### src/rtl/sdf_pkg.sv
// types and constants of the signed decimal formatter
// used by the digit cells, the digit row and the top level
package sdf_pkg;

  typedef enum logic [1:0] {
    OP_HOLD,
    OP_CLEAR,
    OP_DABBLE,
    OP_SHIFT
  } cell_op_e;

  typedef enum logic [2:0] {
    ST_IDLE,
    ST_CONV,
    ST_NORM,
    ST_SIZE,
    ST_EMIT
  } state_e;

  // option bit positions
  localparam int unsigned OPT_LEFT_JUST  = 0;
  localparam int unsigned OPT_ZERO_PAD   = 1;
  localparam int unsigned OPT_PLUS_SIGN  = 2;
  localparam int unsigned OPT_SPACE_SIGN = 3;

  localparam logic [7:0] CHAR_NUL   = 8'h00;
  localparam logic [7:0] CHAR_SPACE = 8'h20;
  localparam logic [7:0] CHAR_PLUS  = 8'h2B;
  localparam logic [7:0] CHAR_MINUS = 8'h2D;
  localparam logic [7:0] CHAR_ZERO  = 8'h30;

  // shift-and-add-3 correction
  localparam logic [3:0] DABBLE_MIN = 4'd5;
  localparam logic [3:0] DABBLE_ADD = 4'd3;

endpackage

### src/rtl/sdf_bcd_cell.sv
// one decimal digit cell: binary to bcd step, digit shift toward the top
// depends on sdf_pkg
module sdf_bcd_cell (
  input  logic             clk_i,
  input  sdf_pkg::cell_op_e op_i,
  input  logic             bit_i,
  input  logic [3:0]       dig_i,
  output logic             bit_o,
  output logic [3:0]       dig_o
);

  logic [3:0] digit_q, digit_d;
  logic [3:0] adj;

  always_comb begin
    adj = (digit_q >= sdf_pkg::DABBLE_MIN) ? digit_q + sdf_pkg::DABBLE_ADD : digit_q;
    case (op_i)
      sdf_pkg::OP_CLEAR:  digit_d = '0;
      sdf_pkg::OP_DABBLE: digit_d = {adj[2:0], bit_i};
      sdf_pkg::OP_SHIFT:  digit_d = dig_i;
      default:            digit_d = digit_q;
    endcase
  end

  always_ff @(posedge clk_i) begin
    digit_q <= digit_d;
  end

  assign bit_o = adj[3];
  assign dig_o = digit_q;

endmodule

### src/rtl/sdf_digit_row.sv
// row of bcd cells, least significant at index 0
// depends on sdf_pkg and sdf_bcd_cell
module sdf_digit_row #(
  parameter int unsigned NUM_DIGITS = 20
) (
  input  logic              clk_i,
  input  sdf_pkg::cell_op_e op_i,
  input  logic              bit_i,
  output logic [3:0]        top_o
);

  logic [NUM_DIGITS-1:0] carry;
  logic [3:0]            dig [NUM_DIGITS];

  for (genvar i = 0; i < NUM_DIGITS; i++) begin : g_cell
    logic       cin;
    logic [3:0] din;
    if (i == 0) begin : g_first
      assign cin = bit_i;
      assign din = '0;
    end else begin : g_next
      assign cin = carry[i-1];
      assign din = dig[i-1];
    end
    sdf_bcd_cell u_cell (
      .clk_i (clk_i),
      .op_i  (op_i),
      .bit_i (cin),
      .dig_i (din),
      .bit_o (carry[i]),
      .dig_o (dig[i])
    );
  end

  assign top_o = dig[NUM_DIGITS-1];

endmodule

### src/rtl/signed_decimal_formatter_core.sv
// Signed decimal formatter (printf %d). One input beat carries a value and its
// options; the output channel returns the field one character per beat, last_o
// on the final one. If the field plus terminator exceeds room_i a single beat
// with character_o = 0, last_o = 1 and no_room_o = 1 is sent instead.
// Both channels are valid/ready. An item is taken only in idle; the next one is
// taken as soon as the final character sits in the output register.
// Steps per item: accept, shift-and-add-3 over every value bit in the digit
// row, normalizing (stripping leading zeros, then a final check), sizing,
// then one character per cycle while the receiver takes them. With the
// default parameters the field is 1 to 64 characters long. The digit
// conversion over the row of cells is the longest step before emission.
// A stall on out_ready_i holds the output register and pauses emission.
// Reset returns to idle and empties the output register; nothing is kept
// between items.
// Depends on sdf_pkg, sdf_digit_row, sdf_bcd_cell.
module signed_decimal_formatter_core #(
  parameter int unsigned MAX_FIELD  = 63,
  parameter int unsigned VALUE_BITS = 64
) (
  input  logic        clk_i,
  input  logic        rst_ni,
  input  logic [63:0] value_i,
  input  logic [5:0]  field_width_i,
  input  logic        has_precision_i,
  input  logic [5:0]  min_digits_i,
  input  logic [3:0]  flag_bits_i,
  input  logic [7:0]  room_i,
  input  logic        in_valid_i,
  output logic        in_ready_o,
  output logic [7:0]  character_o,
  output logic        last_o,
  output logic        no_room_o,
  output logic        out_valid_o,
  input  logic        out_ready_i
);

  localparam int unsigned NumDigits = (VALUE_BITS * 301) / 1000 + 1;
  localparam int unsigned NdW       = $clog2(NumDigits + 1);
  localparam int unsigned CntW      = $clog2(VALUE_BITS);
  localparam logic [5:0]  MaxField  = 6'(MAX_FIELD);

  sdf_pkg::state_e   state_q, state_d;
  sdf_pkg::cell_op_e row_op;
  logic              row_bit;
  logic [3:0]        top_dig;

  logic [VALUE_BITS-1:0] mag_q, mag_in, v_in;
  logic [CntW-1:0]       cnt_q;
  logic [NdW-1:0]        nd_q;
  logic                  neg_q;
  logic [5:0]            fw_q, md_q;
  logic                  hp_q;
  logic [3:0]            flags_q;
  logic [7:0]            room_q;
  logic [6:0]            pos_q, lead_q, bzero_q, bdig_q, bdone_q, total_q;
  logic                  err_q;

  logic       out_valid_q, last_q, no_room_q;
  logic [7:0] char_q;

  logic in_accept, can_load, emit, strip;

  // sizing results
  logic [5:0] w_sat, p_sat;
  logic       sign_len;
  logic [6:0] nd7, ndig, nlen, total, lead, wm, bzero, bdig, bdone;
  logic       err;

  // emission selection
  logic [7:0] next_char, sign_char;
  logic       next_last, digit_out;

  assign v_in      = value_i[VALUE_BITS-1:0];
  assign mag_in    = v_in[VALUE_BITS-1] ? VALUE_BITS'(~v_in + 1'b1) : v_in;
  assign in_accept = in_valid_i && in_ready_o;
  assign can_load  = !out_valid_q || out_ready_i;
  assign strip     = (top_dig == 4'd0) && (nd_q > NdW'(1));

  sdf_digit_row #(
    .NUM_DIGITS (NumDigits)
  ) u_row (
    .clk_i (clk_i),
    .op_i  (row_op),
    .bit_i (row_bit),
    .top_o (top_dig)
  );

  // next state
  always_comb begin
    state_d = state_q;
    case (state_q)
      sdf_pkg::ST_IDLE: if (in_valid_i) state_d = sdf_pkg::ST_CONV;
      sdf_pkg::ST_CONV: if (cnt_q == '0) state_d = sdf_pkg::ST_NORM;
      sdf_pkg::ST_NORM: if (!strip) state_d = sdf_pkg::ST_SIZE;
      sdf_pkg::ST_SIZE: state_d = sdf_pkg::ST_EMIT;
      sdf_pkg::ST_EMIT: if (can_load && (err_q || next_last)) state_d = sdf_pkg::ST_IDLE;
      default:          state_d = sdf_pkg::ST_IDLE;
    endcase
  end

  // outputs of the sequencer
  always_comb begin
    in_ready_o = 1'b0;
    row_op     = sdf_pkg::OP_HOLD;
    row_bit    = mag_q[VALUE_BITS-1];
    emit       = 1'b0;
    case (state_q)
      sdf_pkg::ST_IDLE: begin
        in_ready_o = 1'b1;
        if (in_valid_i) row_op = sdf_pkg::OP_CLEAR;
      end
      sdf_pkg::ST_CONV: row_op = sdf_pkg::OP_DABBLE;
      sdf_pkg::ST_NORM: if (strip) row_op = sdf_pkg::OP_SHIFT;
      sdf_pkg::ST_EMIT: begin
        emit = can_load;
        if (can_load && digit_out && !err_q) row_op = sdf_pkg::OP_SHIFT;
      end
      default: row_op = sdf_pkg::OP_HOLD;
    endcase
  end

  // field layout, worked out once the digit count is known
  always_comb begin
    w_sat    = (fw_q > MaxField) ? MaxField : fw_q;
    p_sat    = (md_q > MaxField) ? MaxField : md_q;
    sign_len = neg_q | flags_q[sdf_pkg::OPT_PLUS_SIGN] | flags_q[sdf_pkg::OPT_SPACE_SIGN];
    nd7      = 7'(nd_q);
    wm       = {1'b0, w_sat} - {6'b0, sign_len};
    ndig     = nd7;
    if (hp_q) begin
      if ({1'b0, p_sat} > nd7) ndig = {1'b0, p_sat};
    end else if (flags_q[sdf_pkg::OPT_ZERO_PAD] && !flags_q[sdf_pkg::OPT_LEFT_JUST]) begin
      // zero fill counts the sign inside the width
      if (({1'b0, w_sat} > {6'b0, sign_len}) && (wm > nd7)) ndig = wm;
    end
    nlen  = {6'b0, sign_len} + ndig;
    total = ({1'b0, w_sat} > nlen) ? {1'b0, w_sat} : nlen;
    lead  = flags_q[sdf_pkg::OPT_LEFT_JUST] ? 7'd0 : total - nlen;
    bzero = lead + {6'b0, sign_len};
    bdig  = bzero + (ndig - nd7);
    bdone = bdig + nd7;
    err   = (({1'b0, total} + 8'd1) > room_q) || (total == 7'd0);
  end

  // character at the current position
  always_comb begin
    if (neg_q) begin
      sign_char = sdf_pkg::CHAR_MINUS;
    end else if (flags_q[sdf_pkg::OPT_PLUS_SIGN]) begin
      sign_char = sdf_pkg::CHAR_PLUS;
    end else begin
      sign_char = sdf_pkg::CHAR_SPACE;
    end
    digit_out = 1'b0;
    if (pos_q < lead_q) begin
      next_char = sdf_pkg::CHAR_SPACE;
    end else if (pos_q < bzero_q) begin
      next_char = sign_char;
    end else if (pos_q < bdig_q) begin
      next_char = sdf_pkg::CHAR_ZERO;
    end else if (pos_q < bdone_q) begin
      next_char = sdf_pkg::CHAR_ZERO + {4'b0, top_dig};
      digit_out = 1'b1;
    end else begin
      next_char = sdf_pkg::CHAR_SPACE;
    end
    next_last = (pos_q == total_q - 7'd1);
  end

  always_ff @(posedge clk_i or negedge rst_ni) begin
    if (!rst_ni) begin
      state_q     <= sdf_pkg::ST_IDLE;
      out_valid_q <= 1'b0;
    end else begin
      state_q <= state_d;
      if (emit) begin
        out_valid_q <= 1'b1;
      end else if (out_ready_i) begin
        out_valid_q <= 1'b0;
      end
    end
  end

  always_ff @(posedge clk_i) begin
    if (in_accept) begin
      mag_q   <= mag_in;
      neg_q   <= v_in[VALUE_BITS-1];
      cnt_q   <= CntW'(VALUE_BITS - 1);
      nd_q    <= NdW'(NumDigits);
      fw_q    <= field_width_i;
      hp_q    <= has_precision_i;
      md_q    <= min_digits_i;
      flags_q <= flag_bits_i;
      room_q  <= room_i;
    end
    if (state_q == sdf_pkg::ST_CONV) begin
      mag_q <= {mag_q[VALUE_BITS-2:0], 1'b0};
      cnt_q <= cnt_q - 1'b1;
    end
    if ((state_q == sdf_pkg::ST_NORM) && strip) begin
      nd_q <= nd_q - 1'b1;
    end
    if (state_q == sdf_pkg::ST_SIZE) begin
      lead_q  <= lead;
      bzero_q <= bzero;
      bdig_q  <= bdig;
      bdone_q <= bdone;
      total_q <= total;
      err_q   <= err;
      pos_q   <= '0;
    end
    if (emit) begin
      pos_q     <= pos_q + 7'd1;
      char_q    <= err_q ? sdf_pkg::CHAR_NUL : next_char;
      last_q    <= err_q | next_last;
      no_room_q <= err_q;
    end
  end

  assign out_valid_o = out_valid_q;
  assign character_o = char_q;
  assign last_o      = last_q;
  assign no_room_o   = no_room_q;

endmodule

### config.mk
export PLATFORM = sky130hd
export DESIGN_NAME = signed_decimal_formatter_core
export DESIGN_NICKNAME = d
export VERILOG_FILES = /design/src/rtl/sdf_pkg.sv /design/src/rtl/sdf_bcd_cell.sv /design/src/rtl/sdf_digit_row.sv /design/src/rtl/signed_decimal_formatter_core.sv
export SDC_FILE = /design/constraint.sdc
export NUM_CORES = 1
export LEC_CHECK = 0
export BUFFER_PORTS_ARGS = -buffer_cell sky130_fd_sc_hd__buf_2
export CAP_MARGIN = 10
export CORE_MARGIN = 4
export CORE_UTILIZATION = 50
export CTS_BUF_LIST = sky130_fd_sc_hd__clkbuf_4 sky130_fd_sc_hd__clkbuf_8
export CTS_CLUSTER_DIAMETER = 80
export DETAILED_ROUTE_END_ITERATION = 8
export PLACE_DENSITY = 0.82
export SLEW_MARGIN = 0
export SYNTH_ARGS = -nofsm -noshare
export SYNTH_HDL_FRONTEND = slang
export SYNTH_HIERARCHICAL = 1
export SYNTH_SLANG_ARGS = --single-unit
### constraint.sdc
create_clock -name clk_i -period 9.62 [get_ports clk_i]
set_clock_uncertainty 0.2 [all_clocks]
set_input_delay 1.443 -clock clk_i [delete_from_list [all_inputs] [get_ports clk_i]]
set_output_delay 1.443 -clock clk_i [all_outputs]
set_load 0.05 [all_outputs]
After elaboration in Yosys (flattened, before gate mapping)

Index checks and enable logic that the tools add are counted.

Flip-flop bits (word level): 238
Bits of input ports: 93
Output and inout port bits: 12
Logic and storage cells: 232

$lt $le $gt $ge: 32
$add $sub $neg: 34
Reductions and logical operators: 27
Bitwise operators: 4
Multiplexer cells: 80
Equal/unequal tests: 12

Operators with widths:

| operator                                                                             | number |
|---|---|
| 4-bit case mux with 3 select lines                                                   | 19 |
| 64-bit 2-to-1 mux                                                                    | 3 |
| 4-bit 2-to-1 mux                                                                     | 21 |
| 4-bit by 3-bit greater-or-equal comparator with 1-bit output (second input constant) | 20 |
| 4-bit by 2-bit adder with 4-bit output (second input constant)                       | 19 |
| 7-bit 2-to-1 mux                                                                     | 10 |
| 64-bit by 1-bit adder with 64-bit output (second input constant)                     | 1 |
| 64-bit inverter                                                                      | 1 |
| 6-bit 2-to-1 mux                                                                     | 6 |
| 7-bit less-than comparator                                                           | 4 |
| 3-bit 2-to-1 mux                                                                     | 5 |
| 3-bit case mux with 5 select lines                                                   | 1 |
| 6-bit greater-than comparator (second input constant)                                | 2 |
| 5-bit 2-to-1 mux                                                                     | 2 |
| 2-bit nonzero test                                                                   | 5 |
| 1-bit 2-to-1 mux                                                                     | 9 |
| 7-bit by 1-bit adder with 8-bit output (second input constant)                       | 1 |
| 8-bit greater-than comparator                                                        | 1 |
| 1-bit logical AND                                                                    | 8 |
| 2-bit != test (second input constant)                                                | 4 |
| 2-bit case mux with 4 select lines                                                   | 1 |
| 4-bit case mux with 2 select lines                                                   | 1 |
| 1-bit by 7-bit adder with 7-bit output                                               | 1 |
| 6-bit by 4-bit adder with 7-bit output (first input constant)                        | 1 |
| other kinds (33)                                                                     | 43 |

Longest topological paths before layout

Depth in word-level cells: 16
Gate-level depth with buffers: 47
Mapped depth without buffers: 46

Cells and area by module

Netlist, hierarchy kept.

By module, submodules not included:

| module                        | sequential area each (um^2) | instances | area an instance (um^2) | cells each |
|---|---|---|---|---|
| signed_decimal_formatter_core | 4654.5                      | 1         | 10378.7                 | 1017 |
| sdf_bcd_cell                  | 120.1                       | 20        | 299.0                   | 29 |
| sdf_digit_row                 | 0.0                         | 1         | 3.8                     | 1 |

Worst setup path after synthesis

No wires, ideal clock.

Path kind: register to register
Start: register neg_q
End: register bdone_q[6], data pin
Library setup time: 0.268 ns
Stages on the path, launching flop included: 47
Required time: 9.152 ns
Arrival: 8.930 ns
Buffers on the path: 1
Slack: 0.222 ns
Clock period less this slack: 9.398 ns
Cell sequence: edfxtp_1 -> or3_1 -> ha_1 -> ha_1 -> nor3b_1 -> xnor2_1 -> inv_1 -> ha_1 -> and3_1 -> a31oi_1 -> o31ai_1 -> a21oi_1 -> nor2_1 -> a211oi_1 -> a21oi_1 -> ha_1 -> xor2_1 -> inv_1 -> (+11 left out) -> o21a_1 -> ha_1 -> fa_1 -> nor2_1 -> ha_1 -> fa_1 -> ha_1 -> a21o_1 -> a21oi_1 -> xnor2_1 -> ha_1 -> inv_1 -> nor2_1 -> nor2_1 -> nor2b_1 -> o21ai_0 -> xnor2_1 -> xnor3_1

Longest elaborated chain between the ends: 16
Elaborated cells between the ends (all ways): 18
Those cells by class: 7 x add/sub; 3 x order compare; 5 x mux; 2 x bitwise; 1 x reduce/logical

RTL lines:

| element                                                  | RTL line                             | RTL |
|---|---|---|
| start: declaration                                       | signed_decimal_formatter_core.sv:50  | `logic neg_q;` |
| start signal: assignment                                 | signed_decimal_formatter_core.sv:187 | `neg_q <= v_in[VALUE_BITS-1];` |
| 1-bit OR (*) (2 in a row)                                | signed_decimal_formatter_core.sv:126 | `sign_len = neg_q \| flags_q[sdf_pkg::OPT_PLUS_SIGN] \| flags_q[sdf_pkg::OPT_SPACE_SIGN];` |
| 6-bit by 1-bit subtractor with 7-bit output              | signed_decimal_formatter_core.sv:128 | `wm = {1'b0, w_sat} - {6'b0, sign_len};` |
| 7-bit by 5-bit greater-than comparator with 1-bit output | signed_decimal_formatter_core.sv:134 | `if (({1'b0, w_sat} > {6'b0, sign_len}) && (wm > nd7)) ndig = wm;` |
| 1-bit logical AND                                        | signed_decimal_formatter_core.sv:134 |  |
| 7-bit 2-to-1 mux                                         | signed_decimal_formatter_core.sv:134 |  |
| 7-bit 2-to-1 mux                                         | signed_decimal_formatter_core.sv:132 | `end else if (flags_q[sdf_pkg::OPT_ZERO_PAD] && !flags_q[sdf_pkg::OPT_LEFT_JUST]) begin` |
| 7-bit 2-to-1 mux                                         | signed_decimal_formatter_core.sv:130 | `if (hp_q) begin` |
| 1-bit by 7-bit adder with 7-bit output (*)               | signed_decimal_formatter_core.sv:136 | `nlen = {6'b0, sign_len} + ndig;` |
| (+3 left out)                                            | -                                    |  |
| 7-bit 2-to-1 mux (*)                                     | signed_decimal_formatter_core.sv:138 | `lead = flags_q[sdf_pkg::OPT_LEFT_JUST] ? 7'd0 : total - nlen;` |
| net lead[1]                                              | signed_decimal_formatter_core.sv:66  | `logic [6:0] nd7, ndig, nlen, total, lead, wm, bzero, bdig, bdone;` |
| 7-bit by 1-bit adder with 7-bit output (*)               | signed_decimal_formatter_core.sv:139 | `bzero = lead + {6'b0, sign_len};` |
| net bzero[1]                                             | signed_decimal_formatter_core.sv:66  |  |
| 7-bit adder (*)                                          | signed_decimal_formatter_core.sv:140 | `bdig = bzero + (ndig - nd7);` |
| net bdig[3]                                              | signed_decimal_formatter_core.sv:66  |  |
| 7-bit by 5-bit adder with 7-bit output (*)               | signed_decimal_formatter_core.sv:141 | `bdone = bdig + nd7;` |
| net bdone[6]                                             | signed_decimal_formatter_core.sv:66  |  |
| end signal: assignment                                   | signed_decimal_formatter_core.sv:207 | `bdone_q <= bdone;` |
| end: declaration                                         | signed_decimal_formatter_core.sv:55  | `logic [6:0] pos_q, lead_q, bzero_q, bdig_q, bdone_q, total_q;` |

Mark *: on every way through the listed nets, which the timed path passes. The rest lies on a longest branch.
A chain may end at the register's enable or synchronous reset.

Worst setup path after layout

Start: register neg_q
End: register bdone_q[6], data pin

Longest elaborated chain between the ends: 16
Elaborated cells between the ends (all ways): 18
Those cells by class: 7 x add/sub; 3 x order compare; 5 x mux; 2 x bitwise; 1 x reduce/logical

RTL lines:

| element                                                  | RTL line |
|---|---|
| 1-bit OR (*) (2 in a row)                                | signed_decimal_formatter_core.sv:126 |
| 6-bit by 1-bit subtractor with 7-bit output              | signed_decimal_formatter_core.sv:128 |
| 7-bit by 5-bit greater-than comparator with 1-bit output | signed_decimal_formatter_core.sv:134 |
| 1-bit logical AND                                        | signed_decimal_formatter_core.sv:134 |
| 7-bit 2-to-1 mux                                         | signed_decimal_formatter_core.sv:134 |
| 7-bit 2-to-1 mux                                         | signed_decimal_formatter_core.sv:132 |
| 7-bit 2-to-1 mux                                         | signed_decimal_formatter_core.sv:130 |
| 1-bit by 7-bit adder with 7-bit output (*)               | signed_decimal_formatter_core.sv:136 |
| (+2 left out)                                            | - |
| net total[1]                                             | signed_decimal_formatter_core.sv:66 |
| 7-bit subtractor (*)                                     | signed_decimal_formatter_core.sv:138 |
| 7-bit 2-to-1 mux (*)                                     | signed_decimal_formatter_core.sv:138 |
| net lead[5]                                              | signed_decimal_formatter_core.sv:66 |
| 7-bit by 1-bit adder with 7-bit output (*)               | signed_decimal_formatter_core.sv:139 |
| 7-bit adder (*)                                          | signed_decimal_formatter_core.sv:140 |
| 7-bit by 5-bit adder with 7-bit output (*)               | signed_decimal_formatter_core.sv:141 |
| net bdone[6]                                             | signed_decimal_formatter_core.sv:66 |

Marked as above.

==> metrics.yaml <==
outcome:
  status: "finished with violations"
  violations: "negative setup slack"
die:
  rows: 65
  die_h_um: 189
  die_w_um: 189
  die-area_um2: 35600
  coreArea_um2: 31900
  ios: 105
  start_util_pct: 51.3
final_layout:
  fillers: 2610
  n_antenna_cell: 0
  nets: 1955
  multi_input_area_um2: 8950
  layout_common_cells: "edfxtp_1 (231), o21ai_0 (157), nand2_1 (126), inv_1 (120), ha_1 (112)"
  area_growth_pct: 14.0
  drive_gt1_share_pct: 16.9
  final_common_cell: "edfxtp_1"
  seq_area_um2: 7060
power_and_ir_drop:
  p_int_mw: 3.31
  clkPwrFrac_pct: 17.7
  power_density_nw_per_um2: 281
  switching_power_mw: 1.91
  total_power_mw: 5.23
  vdd_drop_max_uv: 160
  power_switching_share_pct: 36.6
  p_leak_nw: 8.01
  pwr-share-seq_pct: 37.7
  power_frac_comb_pct: 44.6
worst_setup_path:
  critPathSlowestCell: "or3_4"
  arrival_ns: 9.78
  max_stage_delay_ns: 0.43
  end_kind: "flip-flop"
  start_kind: "flip-flop"
  critical_path_class: "flip-flop to flip-flop"
  required_ns: 9.71
  critical_path.max_fanout: 5
synthesis:
  postSynthCellCount: 1594
  yosysWarnings: 6
  syn_area_um2: 16300
  syn_area_per_cell_um2: 10.3
route:
  dr.pass1.iters: 8
  wl_per_cell_um: 16.5
  vias_per_cell: 5.81
  ant_nets: 0
  via_count: 12787
  drt-initial-drc-count: 952
  detail_route.drc_violations: 0
  wl_mm: 36.2
clock_tree:
  clock_sinks: 236
  cts_buffer_depth: 3
  clk_latency_ns: 0.55
  cts-htree-levels: 2
  root_buffer: "clkbuf_8"
  clk_pin_slew_ns: 0.06
  cts_buffers: 42
  cts_tree: "yes"
timing:
  setup_viol: 1
  relSlewSlack_pct: 24.4
  post-route-period-util_pct: 101
  tightest_slew_ns: 1.13
  slew_viol_final: 0
  worst_slack_ns: -0.0633
  hold_viol: 0
  fmax_mhz: 103
  period_needed_ns: 9.68
placement:
  routabilityCongestion: 0.910
  pre_cts_ws_ns: -0.356
  port_buffers: 102
  dp_hpwl_mm: 24.3
global_route:
  grt_pass1_wl_mm: 58.4
  grt.total_usage_pct: 19.2
  overflow: 0
  grt_max_degree: 141
  antenna_found_initial: 1
  grt_pass1_vias: 12389
run:
  cap_violations: 0
hold_path:
  hold_path_class: "flip-flop to flip-flop"
-- power by group through the flow --
stage / clock network, mW / registers (mW) / logic, mW
final: 0.924 / 1.97 / 2.33
after global routing: 0.998 / 2.02 / 2.59
after CTS: 0.947 / 1.97 / 2.13
after detailed placement: 0 / 1.98 / 2.03
after global placement: 0 / 1.97 / 1.92
after floorplan: 0 / 1.89 / 1.62
-- sequential cells by signal, summed over array words and instances, names as in the netlist, 6 cells and up --
signal,cells
room_q,8
md_q,6
fw_q,6
bdone_q,7
bzero_q,7
lead_q,7
character_o,6
bdig_q,7
mag_q,64
total_q,7
u_row/g_cell.u_cell/dig_o,80
pos_q,7
cnt_q,6
-- layer usage --
| layer | track usage, % | share of wire (%) | up-vias |
|---|---|---|---|
| li1 | - | - | 6205 |
| met1 | 24.8 | 42 | 6019 |
| met2 | 32.7 | 48 | 454 |
| met3 | 3.54 | 6.8 | 107 |
| met4 | 6.31 | 3.1 | 2 |
| met5 | 0 | 0.036 | - |
-- worst max-delay path: cells and delay by family (launching register included) --
family | cells | cell delay, ns
buf+inv | 5 | 0.63
fa+ha+maj | 8 | 2.14
xor+xnor | 7 | 1.57
compound gates | 17 | 2.79
simple gates | 11 | 1.67
flops | 1 | 0.39
-- area by class of cell --
class	instances	share of cell area (%)
Sequential cell	236	37.9
Timing Repair Buffer	132	3.97
Clock inverter	21	0.759
Inverter	140	2.82
Tap cell	435	2.92
Multi-Input combinational cell	1183	48.0
Clock buffer	54	3.62
-- metrics by stage --
step / area (um^2) / util, % / hold WS [ns] / std cells / TNS (ns)
global route: 18600 / 58.4 / 0.301 / 2201 / -0.797
floorplan: 16400 / - / 0.237 / 1599 / 0
finish: 18600 / 58.4 / 0.273 / 2201 / -0.0633
detailed placement: 17400 / 54.5 / 0.272 / 2111 / -0.356
CTS: 18400 / 57.7 / 0.280 / 2190 / 0
global placement: 17400 / 54.5 / 0.244 / 2111 / 0
-- repair_timing --
action / in CTS / in global routing
pin swaps: 9 / 22
setup buffers: 4 / 11
resized for setup: 25 / 28
hold buffers: 0 / 0
cloned: 0 / 0
endpoints found under the setup margin: 1 / 6
-- final timing paths --
kind,start,end,slack (ns),depth (start not counted)
worst max register to register,neg_q,bdone_q[6],-0.06,48
min in group asynchronous,rst_ni,state_q[1],0.51,1
max in group asynchronous,rst_ni,state_q[0],8.54,1
worst min-delay path,mag_q[0],mag_q[0],0.27,2
worst max-delay path,neg_q,bdone_q[6],-0.06,48
worst min register to register,mag_q[0],mag_q[0],0.27,2
Power figures use the tool's default switching activity.
